`src/rtl/core/sse_pkg.sv`:
```
// ----------------------------------------------------------------------------
// sse_pkg: shared definitions for the Shell sort engine
// Gap sequence codes, register map constants and the fixed gap tables.
// ----------------------------------------------------------------------------
package sse_pkg;

  // Width of one stored element and of the move counter.
  localparam int unsigned DATA_W  = 32;
  localparam int unsigned MOVES_W = 16;

  // Configuration port.
  localparam int unsigned APB_ADDR_W = 3;
  localparam int unsigned APB_DATA_W = 32;
  localparam logic        REG_GAP_SEQUENCE = 1'b0;

  // Gap sequence selector codes. The unused code behaves as powers of two.
  typedef logic [1:0] gap_sel_t;
  localparam gap_sel_t GAP_POW2   = 2'd0;
  localparam gap_sel_t GAP_KNUTH  = 2'd1;
  localparam gap_sel_t GAP_CIURA  = 2'd2;
  localparam gap_sel_t GAP_UNUSED = 2'd3;

  // Upper bound on the number of gap table entries that is ever consulted.
  localparam int unsigned GAP_TABLE_DEPTH = 30;

  typedef logic [21:0] gap_t;
  typedef logic [4:0]  gap_pos_t;

  localparam gap_t KNUTH_GAPS [0:13] = '{
    22'd1, 22'd4, 22'd13, 22'd40, 22'd121, 22'd364, 22'd1093, 22'd3280,
    22'd9841, 22'd29524, 22'd88573, 22'd265720, 22'd797161, 22'd2391484
  };

  localparam gap_t CIURA_GAPS [0:16] = '{
    22'd1, 22'd4, 22'd10, 22'd23, 22'd57, 22'd132, 22'd301, 22'd701, 22'd1577,
    22'd3548, 22'd7983, 22'd17961, 22'd40412, 22'd90927, 22'd204585,
    22'd460316, 22'd1035711
  };

  // Number of usable entries in the selected table.
  function automatic gap_pos_t gap_count(input gap_sel_t sel);
    int unsigned len;
    case (sel)
      GAP_KNUTH: len = 14;
      GAP_CIURA: len = 17;
      default:   len = 21;
    endcase
    if (len > GAP_TABLE_DEPTH) begin
      len = GAP_TABLE_DEPTH;
    end
    return gap_pos_t'(len);
  endfunction

  // Gap at one position of the selected table, zero past its end.
  function automatic gap_t gap_value(input gap_sel_t sel, input gap_pos_t pos);
    gap_t gap;
    gap = '0;
    if (pos < gap_count(sel)) begin
      case (sel)
        GAP_KNUTH: gap = KNUTH_GAPS[pos[3:0]];
        GAP_CIURA: gap = CIURA_GAPS[pos];
        default:   gap = gap_t'(1) << pos;
      endcase
    end
    return gap;
  endfunction

endpackage

```
`src/rtl/core/shell_sort_engine_top.sv`:
```
// ----------------------------------------------------------------------------
// shell_sort_engine_top: streaming Shell sort engine
// Collects a data set of signed 32-bit elements, sorts it with Shell sort
// over a selectable gap table and streams it back in ascending order.
// ----------------------------------------------------------------------------
//
//  Channel   | Direction | Handshake          | Payload
//  ----------+-----------+--------------------+-------------------------------
//  s_axis    | in        | tvalid / tready    | tdata[31:0] value, tlast last_in
//  m_axis    | out       | tvalid / tready    | tdata[31:0] sorted_value,
//            |           |                    | tdata[47:32] move_count,
//            |           |                    | tlast last_out
//  apb       | in        | psel/penable/pready| register 0 gap_sequence
//
// Loading takes items back to back. Once the closing item is in, the engine
// first scans the gap table (one entry per cycle), then runs the gapped
// insertion passes on a single compare-and-shift datapath that shares the
// element memory's one read and one write port: each key is read, larger
// neighbors one gap below are shifted up and the key is written. Results are
// read, then loaded into the output register one at a time; a stall on m_axis
// simply holds the engine in place. s_axis_tready is low from the closing
// item until the last result has been loaded into the output register.
// After reset the engine is empty and ready; the element memory is not
// cleared, since only entries that were written in the current set are read.
//
module shell_sort_engine_top #(
  parameter int unsigned MAX_ELEMENTS = 64
) (
  input  logic                           clk_i,
  input  logic                           rst_ni,

  // Input stream.
  input  logic                           s_axis_tvalid,
  output logic                           s_axis_tready,
  input  logic [sse_pkg::DATA_W-1:0]     s_axis_tdata,   // [31:0] value
  input  logic                           s_axis_tlast,   // last_in

  // Output stream.
  output logic                           m_axis_tvalid,
  input  logic                           m_axis_tready,
  output logic [sse_pkg::DATA_W+sse_pkg::MOVES_W-1:0] m_axis_tdata,
                                         // [31:0] sorted_value, [47:32] move_count
  output logic                           m_axis_tlast,   // last_out

  // Configuration port.
  input  logic                           psel,
  input  logic                           penable,
  input  logic                           pwrite,
  input  logic [sse_pkg::APB_ADDR_W-1:0] paddr,
  input  logic [sse_pkg::APB_DATA_W-1:0] pwdata,
  output logic [sse_pkg::APB_DATA_W-1:0] prdata,
  output logic                           pready
);

  import sse_pkg::*;

  localparam int unsigned IW = (MAX_ELEMENTS > 1) ? $clog2(MAX_ELEMENTS) : 1;
  localparam int unsigned CW = $clog2(MAX_ELEMENTS + 1);
  localparam logic [CW-1:0] COUNT_FULL = CW'(MAX_ELEMENTS);
  localparam logic [MOVES_W-1:0] MOVES_MAX = '1;

  // Sequencer states.
  localparam logic [2:0] ST_LOAD     = 3'd0;
  localparam logic [2:0] ST_SEARCH   = 3'd1;
  localparam logic [2:0] ST_KEY_RD   = 3'd2;
  localparam logic [2:0] ST_KEY_WAIT = 3'd3;
  localparam logic [2:0] ST_CMP      = 3'd4;
  localparam logic [2:0] ST_PLACE    = 3'd5;
  localparam logic [2:0] ST_OUT_RD   = 3'd6;
  localparam logic [2:0] ST_OUT_LD   = 3'd7;

  logic [2:0]          state_q, state_d;
  gap_sel_t            gap_sel_q, gap_sel_d;
  logic [CW-1:0]       count_q, count_d;
  logic [MOVES_W-1:0]  moves_q, moves_d;
  gap_pos_t            pos_q, pos_d;
  logic [DATA_W-1:0]   key_q, key_d;
  logic [IW-1:0]       gap_q, gap_d;
  logic [IW-1:0]       i_q, i_d;
  logic [IW-1:0]       j_q, j_d;
  logic [IW-1:0]       k_q, k_d;

  logic                out_valid_q, out_valid_d;
  logic [DATA_W-1:0]   out_value_q, out_value_d;
  logic [MOVES_W-1:0]  out_moves_q, out_moves_d;
  logic                out_last_q, out_last_d;

  // Element memory: one write and one registered read per cycle.
  logic [DATA_W-1:0]   store_mem [MAX_ELEMENTS];
  logic [DATA_W-1:0]   rdata_q;
  logic                mem_we, mem_re;
  logic [IW-1:0]       mem_waddr, mem_raddr;
  logic [DATA_W-1:0]   mem_wdata;

  logic                in_accept;
  logic                out_free;
  logic                cfg_write;
  logic [CW-1:0]       count_inc;
  logic [IW-1:0]       j_next;
  logic [IW-1:0]       prev_gap;
  logic                more_keys;
  logic                key_done;

  assign in_accept = s_axis_tvalid && s_axis_tready;
  assign out_free  = !out_valid_q || m_axis_tready;
  assign cfg_write = psel && penable && pwrite && pready;
  assign count_inc = count_q + CW'(1);
  assign j_next    = j_q - gap_q;
  assign prev_gap  = IW'(gap_value(gap_sel_q, pos_q - gap_pos_t'(1)));
  assign more_keys = (CW'(i_q) + CW'(1)) < count_q;

  always_ff @(posedge clk_i) begin
    if (mem_we) begin
      store_mem[mem_waddr] <= mem_wdata;
    end
    if (mem_re) begin
      rdata_q <= store_mem[mem_raddr];
    end
  end

  always_comb begin
    state_d     = state_q;
    count_d     = count_q;
    moves_d     = moves_q;
    pos_d       = pos_q;
    key_d       = key_q;
    gap_d       = gap_q;
    i_d         = i_q;
    j_d         = j_q;
    k_d         = k_q;
    out_valid_d = out_valid_q && !m_axis_tready;
    out_value_d = out_value_q;
    out_moves_d = out_moves_q;
    out_last_d  = out_last_q;
    mem_we      = 1'b0;
    mem_waddr   = j_q;
    mem_wdata   = key_q;
    mem_re      = 1'b0;
    mem_raddr   = j_next;
    key_done    = 1'b0;

    unique case (state_q)
      ST_LOAD: begin
        if (in_accept) begin
          mem_we    = 1'b1;
          mem_waddr = count_q[IW-1:0];
          mem_wdata = s_axis_tdata;
          count_d   = count_inc;
          if (s_axis_tlast || (count_inc == COUNT_FULL)) begin
            pos_d   = '0;
            moves_d = '0;
            state_d = ST_SEARCH;
          end
        end
      end
      ST_SEARCH: begin
        // Walk up to the first gap that is not below the element count.
        if ((pos_q < gap_count(gap_sel_q)) &&
            (gap_value(gap_sel_q, pos_q) < gap_t'(count_q))) begin
          pos_d = pos_q + gap_pos_t'(1);
        end else if (pos_q == '0) begin
          k_d     = '0;
          state_d = ST_OUT_RD;
        end else begin
          pos_d   = pos_q - gap_pos_t'(1);
          gap_d   = prev_gap;
          i_d     = prev_gap;
          state_d = ST_KEY_RD;
        end
      end
      ST_KEY_RD: begin
        mem_re    = 1'b1;
        mem_raddr = i_q;
        j_d       = i_q;
        state_d   = ST_KEY_WAIT;
      end
      ST_KEY_WAIT: begin
        key_d     = rdata_q;
        mem_re    = 1'b1;
        mem_raddr = j_next;
        state_d   = ST_CMP;
      end
      ST_CMP: begin
        mem_we = 1'b1;
        if ($signed(rdata_q) > $signed(key_q)) begin
          // Shift the larger neighbor up by one gap.
          mem_wdata = rdata_q;
          j_d       = j_next;
          if (moves_q != MOVES_MAX) begin
            moves_d = moves_q + MOVES_W'(1);
          end
          if (j_next >= gap_q) begin
            mem_re    = 1'b1;
            mem_raddr = j_next - gap_q;
          end else begin
            state_d = ST_PLACE;
          end
        end else begin
          key_done = 1'b1;
        end
      end
      ST_PLACE: begin
        mem_we   = 1'b1;
        key_done = 1'b1;
      end
      ST_OUT_RD: begin
        mem_re    = 1'b1;
        mem_raddr = k_q;
        state_d   = ST_OUT_LD;
      end
      ST_OUT_LD: begin
        if (out_free) begin
          out_valid_d = 1'b1;
          out_value_d = rdata_q;
          out_moves_d = moves_q;
          out_last_d  = (CW'(k_q) + CW'(1)) == count_q;
          k_d         = k_q + IW'(1);
          if (out_last_d) begin
            count_d = '0;
            moves_d = '0;
            state_d = ST_LOAD;
          end else begin
            state_d = ST_OUT_RD;
          end
        end
      end
      default: begin
        state_d = ST_LOAD;
      end
    endcase

    // The key is in place: take the next key of this gap, or the next gap.
    if (key_done) begin
      if (more_keys) begin
        i_d     = i_q + IW'(1);
        state_d = ST_KEY_RD;
      end else if (pos_q == '0) begin
        k_d     = '0;
        state_d = ST_OUT_RD;
      end else begin
        pos_d   = pos_q - gap_pos_t'(1);
        gap_d   = prev_gap;
        i_d     = prev_gap;
        state_d = ST_KEY_RD;
      end
    end
  end

  // Gap sequence register; the unused code is stored as powers of two.
  always_comb begin
    gap_sel_d = gap_sel_q;
    if (cfg_write && (paddr[2] == REG_GAP_SEQUENCE)) begin
      gap_sel_d = (pwdata[1:0] == GAP_UNUSED) ? GAP_POW2 : gap_sel_t'(pwdata[1:0]);
    end
  end

  always_ff @(posedge clk_i or negedge rst_ni) begin
    if (!rst_ni) begin
      state_q     <= ST_LOAD;
      gap_sel_q   <= GAP_POW2;
      count_q     <= '0;
      moves_q     <= '0;
      pos_q       <= '0;
      key_q       <= '0;
      out_valid_q <= 1'b0;
    end else begin
      state_q     <= state_d;
      gap_sel_q   <= gap_sel_d;
      count_q     <= count_d;
      moves_q     <= moves_d;
      pos_q       <= pos_d;
      key_q       <= key_d;
      out_valid_q <= out_valid_d;
    end
  end

  always_ff @(posedge clk_i) begin
    gap_q       <= gap_d;
    i_q         <= i_d;
    j_q         <= j_d;
    k_q         <= k_d;
    out_value_q <= out_value_d;
    out_moves_q <= out_moves_d;
    out_last_q  <= out_last_d;
  end

  assign s_axis_tready = (state_q == ST_LOAD);
  assign m_axis_tvalid = out_valid_q;
  assign m_axis_tdata  = {out_moves_q, out_value_q};
  assign m_axis_tlast  = out_last_q;
  assign pready        = 1'b1;
  assign prdata        = {{(APB_DATA_W-2){1'b0}},
                          (paddr[2] == REG_GAP_SEQUENCE) ? gap_sel_q : GAP_POW2};

  // The element count never runs past the store.
  assert property (@(posedge clk_i) disable iff (!rst_ni)
    count_q <= COUNT_FULL)
    else $error("element count exceeds store depth");

  // A neighbor compare always has a neighbor one gap below.
  assert property (@(posedge clk_i) disable iff (!rst_ni)
    (state_q == ST_CMP) |-> (j_q >= gap_q) && (gap_q != '0))
    else $error("compare step without a valid neighbor");

  // Results are only emitted from entries of the current data set.
  assert property (@(posedge clk_i) disable iff (!rst_ni)
    (state_q == ST_OUT_LD) |-> (CW'(k_q) < count_q))
    else $error("emission index beyond element count");

  // Outside loading, the memory is written only by the insertion steps.
  assert property (@(posedge clk_i) disable iff (!rst_ni)
    (state_q != ST_LOAD) |-> !mem_we || (state_q == ST_CMP) || (state_q == ST_PLACE))
    else $error("memory write outside load and insertion");

endmodule

```
`config.mk`:
```
export PLATFORM = sky130hd
export DESIGN_NAME = shell_sort_engine_top
export DESIGN_NICKNAME = d
export VERILOG_FILES = /design/src/rtl/core/sse_pkg.sv /design/src/rtl/core/shell_sort_engine_top.sv
export SDC_FILE = /design/constraint.sdc
export NUM_CORES = 2
export LEC_CHECK = 0
export BUFFER_PORTS_ARGS = -buffer_cell sky130_fd_sc_hd__buf_4
export CAP_MARGIN = 5
export CORE_MARGIN = 4
export CORE_UTILIZATION = 29
export DETAILED_ROUTE_END_ITERATION = 6
export PLACE_DENSITY = 0.5
export SYNTH_ARGS = -nofsm -noshare
export SYNTH_HDL_FRONTEND = slang
export SYNTH_SLANG_ARGS = --single-unit
export TNS_END_PERCENT = 20
```
`constraint.sdc`:
```
create_clock -name clk_i -period 8.8 [get_ports clk_i]
set_input_delay 2.64 -clock clk_i [delete_from_list [all_inputs] [get_ports clk_i]]
set_output_delay 2.64 -clock clk_i [all_outputs]
set_load 0.02 [all_outputs]
```
==> qor.yml <==
rr_endpoint: "rdata_q[26]"
worstPathRequired_ps: 9380
grt_antenna_before_repair: 14
syn_avg_cell_area_sq_um: 13.9
max_freq_mhz: 136
fill_cells: 30000
hold_depth: 2
synth_common_cells: "edfxtp_1 (2135), nand2_1 (1433), nand3_1 (472), mux2i_1 (372), a31oi_1 (239)"
crit_arrival_ps: 7950
die_height_microns: 566
reg2reg_depth: 20
nets: 6785
cts_hold_buf: 0
timing.final.crit_share: 0.838
async_flop_share: 0.0297
drive_above_1_share: 0.110
cp_num_buf_inv: 3
drc: 0
ys_types: 90
layout_min_cycle_time_ps: 7370
dpl.hpwl_microns: 158000
maxSlewViolCount: 0
multi_input_area_sq_um: 22600
die_w_microns: 566
path_clk_slew_ps: 60
grt_pass1_wl_microns: 397000
fin_skew_ps: 37.7
synthCells: 6500
cts_buffer_depth: 3
critPathSlowestCell: "nor2_4"
io_buffers: 95
first_pass_iters: 7
cp_common_cell: "a21oi_1"
r2r_start: "gap_q[0]"
drt-total-wl_microns: 280000
grt.overflow.total: 0
cts_resized: 0
rsz0062_at_grt: "no"
numCtsBuffers: 227
clk_latency_ps: 880
synthTopCellsByArea: "edfxtp_1 (71%), nand2_1 (6.0%), mux2i_1 (4.1%)"
core_area_sq_um: 310000
yosysWarnings: 0
drt-wirelength-per-cell_microns: 25.6
post_cts_buffers: 0
ant_nets: 0
area_growth_syn_to_layout_pct: 14.9
crit_chain: "ha_1 -> inv_1 -> fa_1 -> a21o_1 -> a21oi_1 -> xor2_1 -> inv_1 -> ha_1 -> nand4_1 -> o221ai_1 -> a21oi_1 -> nor2_1 -> a21boi_0 -> a21oi_1 -> a211o_4 -> nor2_4 -> buf_4 -> a32oi_1 -> a31oi_1 -> nor4_1"
grt_pass1_vias: 53600
cpPeakStageDelay_ps: 950
hold_path_class: "reg -> reg"
cts_max_level: 4
maxCapViolations: 0
syn_area_sq_um: 90400
worstMarginPinSlew_ps: 1280
place_congestion: 0.805
worstPathMaxFanout: 40
cts_tree: "built"
dr_total_vias: 56300
ys.flop_type: "edfxtp_1"
start_util: 0.292
status: "finished clean"
slew_headroom: 0.145
dieArea_sq_um: 321000
worst-path-stages: 20
finalSetupViolations: 0
whs_endpoint: "gap_q[4]"
critPathKind: "reg -> reg"
path_delay_family: "compound AO/OA/AOI/OAI gates"
seqCellArea_sq_um: 66100
clock-sinks: 2219
synth.most_common_cell: "edfxtp_1"
fin_util: 0.335
drtIter0Drc: 6342
hold_path_startpoint: "gap_q[4]"
cp-end-kind: "flip-flop"
io_pins: 159
tns_ps: 0
finalHoldViolations: 0
start_kind: "flip-flop"
ys_seq_area_frac: 0.732
ys_ff_latch: 2219
fp-row-count: 204
viasPerCell: 5.15
grt_use_total: 0.168
synth_edf_count: 2135
netlist.area_leader.share: 0.710
ff2ff_setup_slack_ps: 1430
synth_area_leader_cell: "edfxtp_1"
grt_max_degree: 114
root_buffer: "clkbuf_16"
-- worst max-delay path by stage --
stage          slack (ps)          end      from
5_1_grt               960   rdata_q[1]  gap_q[0]
2_1_floorplan        3240    prdata[0]  paddr[2]
4_1_cts              1520  rdata_q[20]  gap_q[0]
3_3_place_gp         1560  rdata_q[20]  gap_q[0]
3_5_place_dp         1580  rdata_q[20]  gap_q[0]
6_report             1430  rdata_q[26]  gap_q[0]
-- worst reg2reg max path: stages (launching register included) --
cell      delay (ps)
dfxtp_1          590
ha_1             250
inv_1             50
fa_1             400
a21o_1           180
a21oi_1          160
xor2_1           290
inv_1            120
ha_1             370
nand4_1           90
o221ai_1         190
a21oi_1          310
nor2_1           160
a21boi_0         540
a21oi_1          280
a211o_4          600
nor2_4           960
buf_4            660
a32oi_1          180
a31oi_1          530
nor4_1           160
-- layout make-up --
class                      instances  area share
antenna                            5    0.000121
clock buffer                     300      0.0579
clock inverter                   114     0.00876
inverter                         110     0.00398
multi-input combinational       3782       0.218
sequential                      2219       0.637
tap                             4120      0.0497
timing repair buffer             286      0.0248
-- metal layers --
metal  track usage  routed length, microns  up-vias
li1              -                       -    24800
met4        0.0369                    5210        0
met3        0.0243                   17900      310
met2         0.269                  130000     1956
met5             0                       0        -
met1         0.242                  127000    29300
-- state kept, by name, indices dropped and copies added (netlist names), 5 cells and up --
| name | cells |
|---|---|
| rdata_q | 32 |
| pos_q | 5 |
| store_mem | 2048 |
| i_q | 6 |
| key_q | 32 |
| moves_q | 16 |
| j_q | 6 |
| k_q | 6 |
| count_q | 7 |
| out_moves_q | 16 |
| gap_q | 6 |
| out_value_q | 32 |
-- layout by cell type, fill, tap and decap left out, types with 17 or more instances in the layout --
master,instances
a211oi_1,34
a21oi_1,167
a222oi_1,32
a22o_1,32
a31oi_1,239
a32oi_1,86
and3_1,17
buf_12,34
buf_4,252
clkbuf_1,70
clkbuf_16,229
clkinv_1,61
clkinv_2,31
conb_1,31
dfrtp_1,66
dfxtp_1,18
edfxtp_1,2135
ha_1,82
inv_1,74
inv_2,30
mux2_2,38
mux2i_1,372
nand2_1,1429
nand3_1,470
nand4_1,42
nor2_1,98
nor2_4,71
nor3_1,26
o21ai_0,94
o221ai_1,95
o22ai_1,46
or4_1,29
xnor2_1,21
-- cell families (layout without fill, tap and decap cells) --
family	after synthesis	after routing	synth area share
muxes	413	413	0.0467
DFF	2219	2219	0.732
xor gates and xnor gates	35	35	0.00339
AOI/OAI and AO/OA	938	938	0.0717
other	2	36	0.0000831
and+or+nand+nor	2281	2281	0.108
adders and majority gates	84	84	0.0118
buffers and inverters	528	810	0.0266
-- through the flow --
stage | cell area (sq um) | hold slack, ps | worst slack [ps] | cells
after floorplan | 90500 | 422 | 3240 | 6529
after global placement | 96900 | 436 | 1560 | 10500
after detailed placement | 96900 | 442 | 1580 | 10500
after CTS | 104000 | 453 | 1520 | 10900
after global routing | 104000 | 479 | 959 | 10900
final | 104000 | 449 | 1430 | 10900
Power is left out: the tool's default activity adds up to more than one toggle a clock period on the data nets, which glitch-free logic cannot reach.
